==> src/sv/ttme_ram.sv <==
// ttme_ram: generic single-write, single-read RAM with registered read
// no package dependencies
module ttme_ram #(
  parameter int WIDTH = 8,
  parameter int DEPTH = 16
) (
  input  logic                     clk,
  input  logic                     wr_en,
  input  logic [$clog2(DEPTH)-1:0] wr_addr,
  input  logic [WIDTH-1:0]         wr_data,
  input  logic                     rd_en,
  input  logic [$clog2(DEPTH)-1:0] rd_addr,
  output logic [WIDTH-1:0]         rd_data
);

  logic [WIDTH-1:0] mem [DEPTH];

  always_ff @(posedge clk) begin
    if (wr_en) begin
      mem[wr_addr] <= wr_data;
    end
    if (rd_en) begin
      rd_data <= mem[rd_addr];
    end
  end

endmodule

==> config.mk <==
export PLATFORM = sky130hd
export DESIGN_NAME = ttme_ram
export DESIGN_NICKNAME = d
export VERILOG_FILES = /design/src/sv/ttme_ram.sv
export SDC_FILE = /design/constraint.sdc
export NUM_CORES = 1
export LEC_CHECK = 0
export BUFFER_PORTS_ARGS = -buffer_cell sky130_fd_sc_hd__buf_2
export CORE_MARGIN = 3
export CORE_UTILIZATION = 35
export CTS_BUF_LIST = sky130_fd_sc_hd__clkbuf_2 sky130_fd_sc_hd__clkbuf_4 sky130_fd_sc_hd__clkbuf_8
export DETAILED_ROUTE_END_ITERATION = 6
export PLACE_DENSITY_LB_ADDON = 0.08
export SLEW_MARGIN = 20
export SYNTH_ARGS = -nofsm -noshare
export SYNTH_HDL_FRONTEND = slang
export SYNTH_SLANG_ARGS = --single-unit
==> constraint.sdc <==
create_clock -name clk -period 4 [get_ports clk]
set_input_delay 0.6 -clock clk [delete_from_list [all_inputs] [get_ports clk]]
set_output_delay 0.6 -clock clk [all_outputs]
set_load 0.05 [all_outputs]
==> results of run 1 <==
==> cells in the mapped netlist <==
cell / n / share of area
a22oi_1: 16 / 0.023
and2_1: 1 / 0.0012
and2b_1: 1 / 0.0014
buf_2: 3 / 0.0029
buf_4: 1 / 0.0014
buf_6: 3 / 0.0065
clkdlybuf4s25_2: 3 / 0.0057
edfxtp_1: 136 / 0.78
mux4_1: 14 / 0.070
mux4_2: 18 / 0.078
nand2_1: 9 / 0.0065
nand2b_1: 2 / 0.0024
nand3_1: 1 / 0.00096
nand3b_1: 2 / 0.0029
nor2_1: 13 / 0.0093
nor2b_1: 1 / 0.0012
nor3_1: 4 / 0.0038
or3b_2: 1 / 0.0017
==> sequential cells by signal, summed over array words and instances (netlist names) <==
register  flops
rd_data       8
mem         128
==> report_power, final <==
group          switching (W)  internal, W
Clock               0.000483     0.000603
Sequential        0.00000820      0.00160
Combinational       0.000108    0.0000567
Total               0.000600      0.00226
==> layer usage <==
layer	GRT usage	share of wire	vias up	wire, microns
li1	-	-	1056	-
met1	0.196	0.47	1235	5060
met3	0.0379	0.037	14	391
met2	0.218	0.47	51	5040
met5	0	0	-	0
met4	0.0581	0.019	0	204
==> critical path, delay by kind of cell <==
family / cells / cell delay [ns]
muxes: 1 / 0.63
buffers and inverters: 2 / 0.59
AOI/OAI and AO/OA: 1 / 0.30
and+or+nand+nor: 1 / 0.11
==> layout make-up <==
type | count | share of cell area
multi-input cells | 83 | 0.179
clock inverters | 14 | 0.0233
well taps | 184 | 0.0389
flip-flops and latches | 136 | 0.690
repair buffers | 31 | 0.0283
clock buffers | 18 | 0.0408
==> per-stage QoR <==
step           std cells  hold slack, ns  setup slack [ns]  area (sq um)  utilization
2_1_floorplan        229           0.699              1.91          5230            -
3_3_place_gp         434           0.741              1.43          5540        0.380
3_5_place_dp         434           0.738              1.43          5540        0.380
4_1_cts              466           0.526              1.91          5920        0.406
5_1_grt              466           0.526              1.76          5920        0.406
6_report             466           0.553              1.95          5920        0.406
==> kinds of logic after synthesis <==
family | Yosys count | synth area share
DFF | 136 | 0.781
AOI/OAI and AO/OA | 16 | 0.0230
muxes | 32 | 0.148
buffers and inverters | 10 | 0.0165
and+or+nand+nor | 35 | 0.0314
==> worst max path at each step <==
stage	from	end
CTS	rd_addr[0]	rd_data[0]
global route	rd_addr[0]	rd_data[0]
detailed placement	rd_addr[0]	rd_data[0]
global placement	rd_addr[0]	rd_data[0]
finish	rd_addr[0]	rd_data[0]
floorplan	wr_addr[2]	mem[0][0]
==> placed cells by master (no fill, tap or decap), types with 2 or more instances in the layout <==
master | Yosys | layout
a22oi_1 | 16 | 16
buf_2 | 3 | 26
buf_4 | 1 | 5
bufinv_16 | 0 | 3
clkbuf_8 | 0 | 17
clkinv_1 | 0 | 6
clkinv_2 | 0 | 5
edfxtp_1 | 136 | 136
mux4_1 | 14 | 14
mux4_2 | 18 | 18
nand2_1 | 9 | 9
nand2b_1 | 2 | 2
nand3b_1 | 2 | 2
nor2_1 | 13 | 13
nor3_1 | 4 | 4
==> reports/metrics.csv, run 1 <==
stage;metric;value;unit
pwr;peakVddDrop;0.000193;V
timing;maxSlewViolCount;0;
floorplanning;initial_utilization;0.358;
global_routing;grt_pass1_wl;16.2;mm
worst_setup_path;worstRegToRegCells;3;
detailed_routing;drt_first_pass_iters;5;
min_path;holdPathStages;1;
worst_setup_path;cp_max_fo;32;
worst_setup_path;r2r_start;mem[1][0];
worst_setup_path;endpoint_kind;register;
floorplanning;die_y;128;microns
timing;fin_setup_tns;0;ns
pwr;leakage;1.93;nW
floorplanning;die_area;0.0164;sq mm
worst_setup_path;worst_setup_path_start_kind;input pin;
clock_tree;cts.hold.buffers_added;0;
place;place_congestion;0.689;
yosys;yosysUniqueCellTypes;18;
min_path;hold_class;input pin to register;
timing;finalClockSkew;0.00457;ns
worst_setup_path;reg2reg_to;rd_data[0];
timing;setup_violations;0;
detailed_routing;drcViolationCount;0;
min_path;min_to;rd_data[5];
timing;slew-limit-headroom;0.296;
clock_tree;numCtsBuffers;17;
detailed_routing;ant_nets;0;
yosys;avgSynthCellArea;22.8;sq um
timing;rsz0062_at_grt;no;
clock_tree;cts_tree;yes;
final_layout;fillCellCount;1311;
final_layout;antenna_cells;0;
yosys;postSynthRegisterBits;136;
clock_tree;clk_pin_slew;0.07;ns
final_layout;ff_latch_area;0.00408;sq mm
timing;tightest_slew;1.05;ns
clock_tree;cts_root_buffer;clkbuf_8;
floorplanning;coreArea;0.0146;sq mm
clock_tree;clock_latency;0.43;ns
timing;timing.fmax;487;MHz
clock_tree;cts-resized-gates;0;
floorplanning;rows;44;
final_layout;final_nets;288;
yosys;syn_inst;229;
detailed_routing;drt_iter0_markers;160;
global_routing;grt_use_total;0.143;
detailed_routing;wl_per_cell;23.0;microns
timing;fin_crit;2.05;ns
detailed_routing;wirelength;10.7;mm
yosys;yosysSeqAreaShare;0.781;
job;maxCapViolations;0;
floorplanning;die_w;128;microns
outcome;status;finished, final reports clean;
worst_setup_path;arrival;2.23;ns
global_routing;grt_pass1_vias;2560;
floorplanning;pin_count;27;
detailed_routing;via_per_inst;5.06;
clock_tree;clk_path_buf_depth;2;
place;io_buffers;26;
global_routing;antenna_found_initial;0;
clock_tree;htree_levels;4;
detailed_routing;via_count;2356;
place;dpl.hpwl;6.56;mm
final_layout;area_growth;13.2;%
final_layout;multi_input_area;0.00106;sq mm
pwr;cellPowerDensity;484;mW/mm^2
min_path;hold_start;rd_en;
worst_setup_path;worstPathRequired;4.18;ns
worst_setup_path;critical-path-slowest-cell;mux4_1;
yosys;syn-num-nets;248;
yosys;synth_area;0.00523;sq mm
worst_setup_path;cp_cell_sequence;buf_2, buf_4, mux4_1, a22oi_1, nand2_1;
worst_setup_path;path_class;input pin to register;
global_routing;grt.overflow.total;0;
clock_tree;clkSinkCount;136;
worst_setup_path;max_stage_delay;0.63;ns
clock_tree;cts_setup_buffers;0;
timing;finalCritPeriodShare;0.513;
final_layout;layout-drive-gt1-share;0.270;
pwr;p_total;0.00286;W
timing;finalHoldViolCount;0;
worst_setup_path;rrSetupSlack;2.48;ns
yosys;yosys_warnings;0;
global_routing;grt_max_degree;33;
Power figures use the tool's default switching activity.
==> inputs of run 2 (changes only) <==
Settings changed: ABC_AREA from default to 1.
Clock period 4 ns to 1.9 ns, I/O delays scaled along.
==> run 2 against run 1 <==
Compared with the run above:
- wire length grew 34%
- sequential cell count did not move
- sequential power increased by 110%
- clock skew grew 0.0063 ns
- synthesized area is 12% higher
- worst setup slack worse by 1.4 ns
- die area rose by 11%
- synthesized cell count rose by 140%
- highest routed layer unchanged
- register-to-register slack worse by 1.8 ns
==> reports/metrics.csv, run 2 <==
stage;metric;value;unit
job;maxCapViolations;0;
yosys;yosys.area.top_type;edfxtp_1;
global_routing;grt.overflow.total;0;
worst_setup_path;critical-path-slowest-cell;edfxtp_1;
final_layout;final_nets;614;
timing;timing.fmax;720;MHz
clock_tree;htree_levels;4;
place;dpl.hpwl;8.99;mm
yosys;syn_inst;551;
detailed_routing;drcViolationCount;0;
yosys;yosys.area.top_type_share;0.698;
clock_tree;clkSinkCount;136;
timing;finalClockSkew;0.0109;ns
timing;setup_violations;0;
global_routing;grt_pass1_vias;3628;
floorplanning;die_area;0.0183;sq mm
worst_setup_path;max_stage_delay;0.39;ns
clock_tree;clock_latency;0.44;ns
global_routing;grt_use_total;0.168;
detailed_routing;drt_iter0_markers;297;
worst_setup_path;crit_buf_inv;1;
timing;fin_setup_tns;0;ns
timing;finalCritPeriodShare;0.731;
timing;finalHoldViolCount;0;
timing;rsz0062_at_grt;no;
timing;fin_crit;1.39;ns
floorplanning;initial_utilization;0.363;
worst_setup_path;endpoint_kind;output port;
yosys;yosysUniqueCellTypes;11;
yosys;yosysMostFrequentCell;nand2_1;
clock_tree;numCtsBuffers;17;
final_layout;reg_top3;mem (128), rd_data (8);
yosys;synth_ff_type;edfxtp_1;
clock_tree;cts.hold.buffers_added;0;
worst_setup_path;crit_family;flip-flops;
final_layout;top_register;mem;
timing;tightest_slew;0.641;ns
global_routing;antenna_found_initial;0;
detailed_routing;ant_nets;0;
timing;slew-limit-headroom;0.572;
detailed_routing;wirelength;14.3;mm
floorplanning;pin_count;27;
detailed_routing;wl_per_cell;17.4;microns
yosys;synth-edff-count;136;
worst_setup_path;arrival;1.10;ns
clock_tree;cts_setup_buffers;0;
worst_setup_path;cp_max_fo;1;
yosys;postSynthRegisterBits;136;
worst_setup_path;cp_cell_sequence;buf_2;
pwr;leakage;2.84;nW
detailed_routing;via_count;3745;
yosys;avgSynthCellArea;10.6;sq um
final_layout;layout-drive-gt1-share;0.129;
final_layout;antenna_cells;0;
pwr;peakVddDrop;0.000369;V
min_path;hold_class;input pin to register;
final_layout;design_area;0.00661;sq mm
clock_tree;cts_tree;yes;
clock_tree;cts-resized-gates;0;
final_layout;final_cell_mix;nand2_1 (173), edfxtp_1 (136), inv_1 (100);
clock_tree;clk_pin_slew;0.07;ns
pwr;cellPowerDensity;878;mW/mm^2
clock_tree;cts_root_buffer;clkbuf_8;
floorplanning;coreArea;0.0161;sq mm
final_layout;largest_reg_flops;128;
detailed_routing;via_per_inst;4.56;
final_layout;mostFrequentLayoutCell;nand2_1;
global_routing;grt_pass1_wl;22.1;mm
yosys;synth_area;0.00585;sq mm
clock_tree;clk_path_buf_depth;2;
yosys;yosys-top-cells-area;edfxtp_1 (70%), nand2_1 (11%), nand3_1 (8.3%);
worst_setup_path;path_class;register to output port;
yosys;yosysSeqAreaShare;0.698;
floorplanning;die_y;135;microns
worst_setup_path;worst_setup_path_start_kind;register;
yosys;syn-num-nets;570;
detailed_routing;drt_first_pass_iters;5;
place;io_buffers;26;
worst_setup_path;worstPathRequired;1.62;ns
timing;whs;0.216;ns
place;dpl_cell_area;0.00630;sq mm
outcome;status;finished, final reports clean;
yosys;synthArstFlopShare;0;
final_layout;area_growth;13.1;%
global_routing;grt_max_degree;35;
yosys;yosys_warnings;0;
place;place_congestion;0.821;
timing;maxSlewViolCount;0;
yosys;ys_top_cells_by_count;nand2_1 (173), edfxtp_1 (136), inv_1 (100), nand3_1 (97), nor2_1 (17);
floorplanning;rows;46;
floorplanning;die_w;135;microns
-- run 2: cell types whose count changed after synthesis, moves of 4 or more --
cell	before	now
nand2_1	9	173
inv_1	0	100
nand3_1	1	97
mux4_2	18	0
a22oi_1	16	0
mux4_1	14	0
buf_2	3	13
nor2_1	13	17
nor3_1	4	0
-- run 2: final timing paths --
check        startpoint          to  slack, ns  depth (start not counted)
max          rd_data[1]  rd_data[1]       0.51                          1
min               rd_en  rd_data[7]       0.22                          1
min reg2reg  mem[14][4]  rd_data[4]       0.74                          6
max reg2reg   mem[1][7]  rd_data[7]       0.73                          6
-- run 2: final cells by class --
cell class / count / area [sq um]
Clock buffer: 23 / 279
Clock inverter: 7 / 31.3
Fill cell: 1604 / 9500
Inverter: 102 / 383
Multi-Input combinational cell: 289 / 1210
Sequential cell: 136 / 4080
Tap cell: 216 / 270
Timing Repair Buffer: 49 / 353
-- run 2: metrics by stage --
step	cells	setup slack, ns	util	total power, W
after floorplan	551	0.664	-	0.00375
after global placement	792	0.309	0.391	0.00395
after detailed placement	792	0.317	0.391	0.00395
after CTS	822	0.484	0.410	0.00590
after global routing	822	0.454	0.410	0.00609
final	822	0.512	0.410	0.00581
-- run 2: cell families (layout without fill, tap and decap cells) --
| logic type | after synthesis | count (layout) | synth area share |
|---|---|---|---|
| buf+inv | 126 | 181 | 0.0939 |
| flops | 136 | 136 | 0.698 |
| simple gates | 289 | 289 | 0.208 |
-- run 2: power breakdown --
part	switching [W]	internal, W	leakage [nW]	total (W)
registers	0.0000197	0.00338	1.24	0.00340
logic	0.000345	0.000128	1.43	0.000473
clock network	0.000990	0.000949	0.170	0.00194
-- run 2: per-layer routing --
metal / wire [microns] / global-route usage
met1: 6640 / 0.231
met2: 6900 / 0.265
met3: 634 / 0.0368
met4: 152 / 0.0560
met5: 0 / 0
==> inputs of run 3 (changes only) <==
Clock period 1.9 ns to 1.2 ns, I/O delays scaled along.
==> run 3 against run 2 <==
Compared with the run above:
- the flow now finishes with violations (setup timing)
- wire length fell by 0.81%
- clock power rose by 80%
- sequential share of layout area fell by 2.6 points
- sequential power rose by 58%
- global-route usage barely moved
- critical endpoint is now rd_data[2]
- highest routed layer unchanged
==> reports/metrics.csv, run 3 (synthesis gave the netlist of run 2 again) <==
stage;metric;value;unit
detailed_routing;via_per_inst;4.60;
min_path;holdPathStages;1;
worst_setup_path;endpoint_kind;output port;
worst_setup_path;crit_family;flip-flops;
worst_setup_path;worstRegToRegCells;6;
pwr;p_int;0.00745;W
floorplanning;die_w;135;microns
pwr;p_comb_frac;0.087;
outcome;status;finished, violations left;
clock_tree;clk_pin_slew;0.07;ns
final_layout;top_register;mem;
worst_setup_path;arrival;1.06;ns
timing;tightest_slew;0.430;ns
pwr;sequentialPowerShare;0.553;
clock_tree;cts_root_buffer;clkbuf_8;
timing;timing.fmax;806;MHz
final_layout;final_nets;627;
floorplanning;die_y;135;microns
clock_tree;clkSinkCount;136;
global_routing;grt.overflow.total;0;
clock_tree;cts_tree;yes;
detailed_routing;via_count;3848;
worst_setup_path;critical-path-slowest-cell;edfxtp_1;
global_routing;grtUsageMet2;0.259;
clock_tree;clock_latency;0.44;ns
floorplanning;pin_count;27;
timing;whs;0.106;ns
detailed_routing;drt_first_pass_iters;5;
min_path;hold_class;input pin to register;
final_layout;antenna_cells;0;
min_path;min_to;rd_data[1];
detailed_routing;ant_nets;0;
worst_setup_path;cp_max_fo;1;
global_routing;antenna_found_initial;0;
clock_tree;clk_path_buf_depth;2;
pwr;swShare;0.234;
clock_tree;htree_levels;4;
min_path;hold_start;rd_en;
job;maxCapViolations;0;
detailed_routing;drt_iter0_markers;291;
outcome;violations;setup timing;
floorplanning;coreArea;0.0161;sq mm
worst_setup_path;worstPathRequired;1.02;ns
floorplanning;die_area;0.0183;sq mm
worst_setup_path;path_class;register to output port;
final_layout;mostFrequentLayoutCell;nand2_1;
final_layout;area_growth;18.1;%
worst_setup_path;cp_cell_sequence;buf_6;
clock_tree;numCtsBuffers;17;
worst_setup_path;crit_cells;1;
place;dpl.hpwl;9.37;mm
worst_setup_path;max_stage_delay;0.44;ns
place;io_buffers;26;
global_routing;grt_use_total;0.168;
pwr;leakage;2.97;nW
timing;rsz0062_at_grt;yes;
pwr;p_clk_frac;0.360;
global_routing;top_usage_layer;met2;
timing;maxSlewViolCount;0;
place;place_congestion;0.856;
global_routing;grt_pass1_wl;22.2;mm
global_routing;gr-usage-met3;0.0305;
timing;finalHoldViolCount;0;
pwr;p_sw;0.00227;W
clock_tree;cts_setup_buffers;0;
timing;fin_crit;1.24;ns
detailed_routing;wl_per_cell;17.0;microns
timing;setup_violations;1;
timing;fin_ws;-0.0411;ns
final_layout;layout-drive-gt1-share;0.171;
timing;finalCritPeriodShare;1.03;
global_routing;grt_pass1_vias;3853;
pwr;cellPowerDensity;1410;mW/mm^2
final_layout;largest_reg_flops;128;
final_layout;final_cell_mix;nand2_1 (173), edfxtp_1 (136), inv_1 (99);
final_layout;reg_top3;mem (128), rd_data (8);
floorplanning;initial_utilization;0.363;
floorplanning;rows;46;
pwr;peakVddDrop;0.000744;V
worst_setup_path;r2r_start;mem[9][2];
detailed_routing;wirelength;14.2;mm
detailed_routing;drcViolationCount;0;
worst_setup_path;crit_buf_inv;1;
global_routing;met1_usage;0.232;
timing;slew-limit-headroom;0.713;
worst_setup_path;worst_setup_path_start_kind;register;
timing;finalClockSkew;0.00904;ns
worst_setup_path;reg2reg_to;rd_data[2];
global_routing;grt_max_degree;29;
timing;fin_setup_tns;-0.0411;ns
worst_setup_path;rrSetupSlack;0.08;ns
run 3: worst register-to-register path: cells and delay by family (launching register included):
family,cells,cell delay (ns)
buf+inv,1,0.07
flops,1,0.36
simple gates,5,0.46
run 3: metal layers:
metal | part of all wire | up-vias
li1 | - | 1892
met1 | 0.48 | 1849
met2 | 0.46 | 84
met3 | 0.034 | 23
met4 | 0.023 | 0
met5 | 0 | -
run 3: area by class of cell:
class                           count  area [sq um]
Fill cell                        1573          9210
Sequential cell                   136          4080
Multi-Input combinational cell    289          1280
Timing Repair Buffer               62           526
Inverter                          102           383
Tap cell                          216           270
Clock buffer                       19           249
Clock inverter                     12           110
run 3: worst max-delay path by stage:
stage	start	slack, ns	to
after floorplan	wr_addr[3]	0.07	mem[4][0]
after global placement	rd_addr[0]	-0.23	rd_data[6]
after detailed placement	rd_addr[0]	-0.24	rd_data[0]
after CTS	rd_data[2]	-0.06	rd_data[2]
after global routing	rd_data[2]	-0.08	rd_data[2]
final	rd_data[2]	-0.04	rd_data[2]
run 3: timing repair:
action                                  in CTS  in global routing
resized for setup                           16                 15
hold endpoints to repair                     0                  0
endpoints found under the setup margin       8                 15
hold buffers                                 0                  0
pin swaps                                    0                  3
run 3: through the flow:
step | setup WS [ns] | std cells | util | power [W] | instance area, sq um
floorplan | 0.0692 | 551 | - | 0.00593 | 5850
CTS | -0.0640 | 836 | 0.424 | 0.00983 | 6840
finish | -0.0411 | 836 | 0.428 | 0.00973 | 6910
global placement | -0.234 | 805 | 0.399 | 0.00629 | 6430
detailed placement | -0.245 | 805 | 0.399 | 0.00629 | 6430
global route | -0.0820 | 836 | 0.428 | 0.0101 | 6910
run 3: power groups by stage:
stage	combinational, W	sequential, W	clock [W]
6_report	0.000845	0.00538	0.00350
5_1_grt	0.000936	0.00538	0.00382
4_1_cts	0.000845	0.00538	0.00361
3_5_place_dp	0.000815	0.00548	0
3_3_place_gp	0.000813	0.00548	0
2_1_floorplan	0.000375	0.00556	0
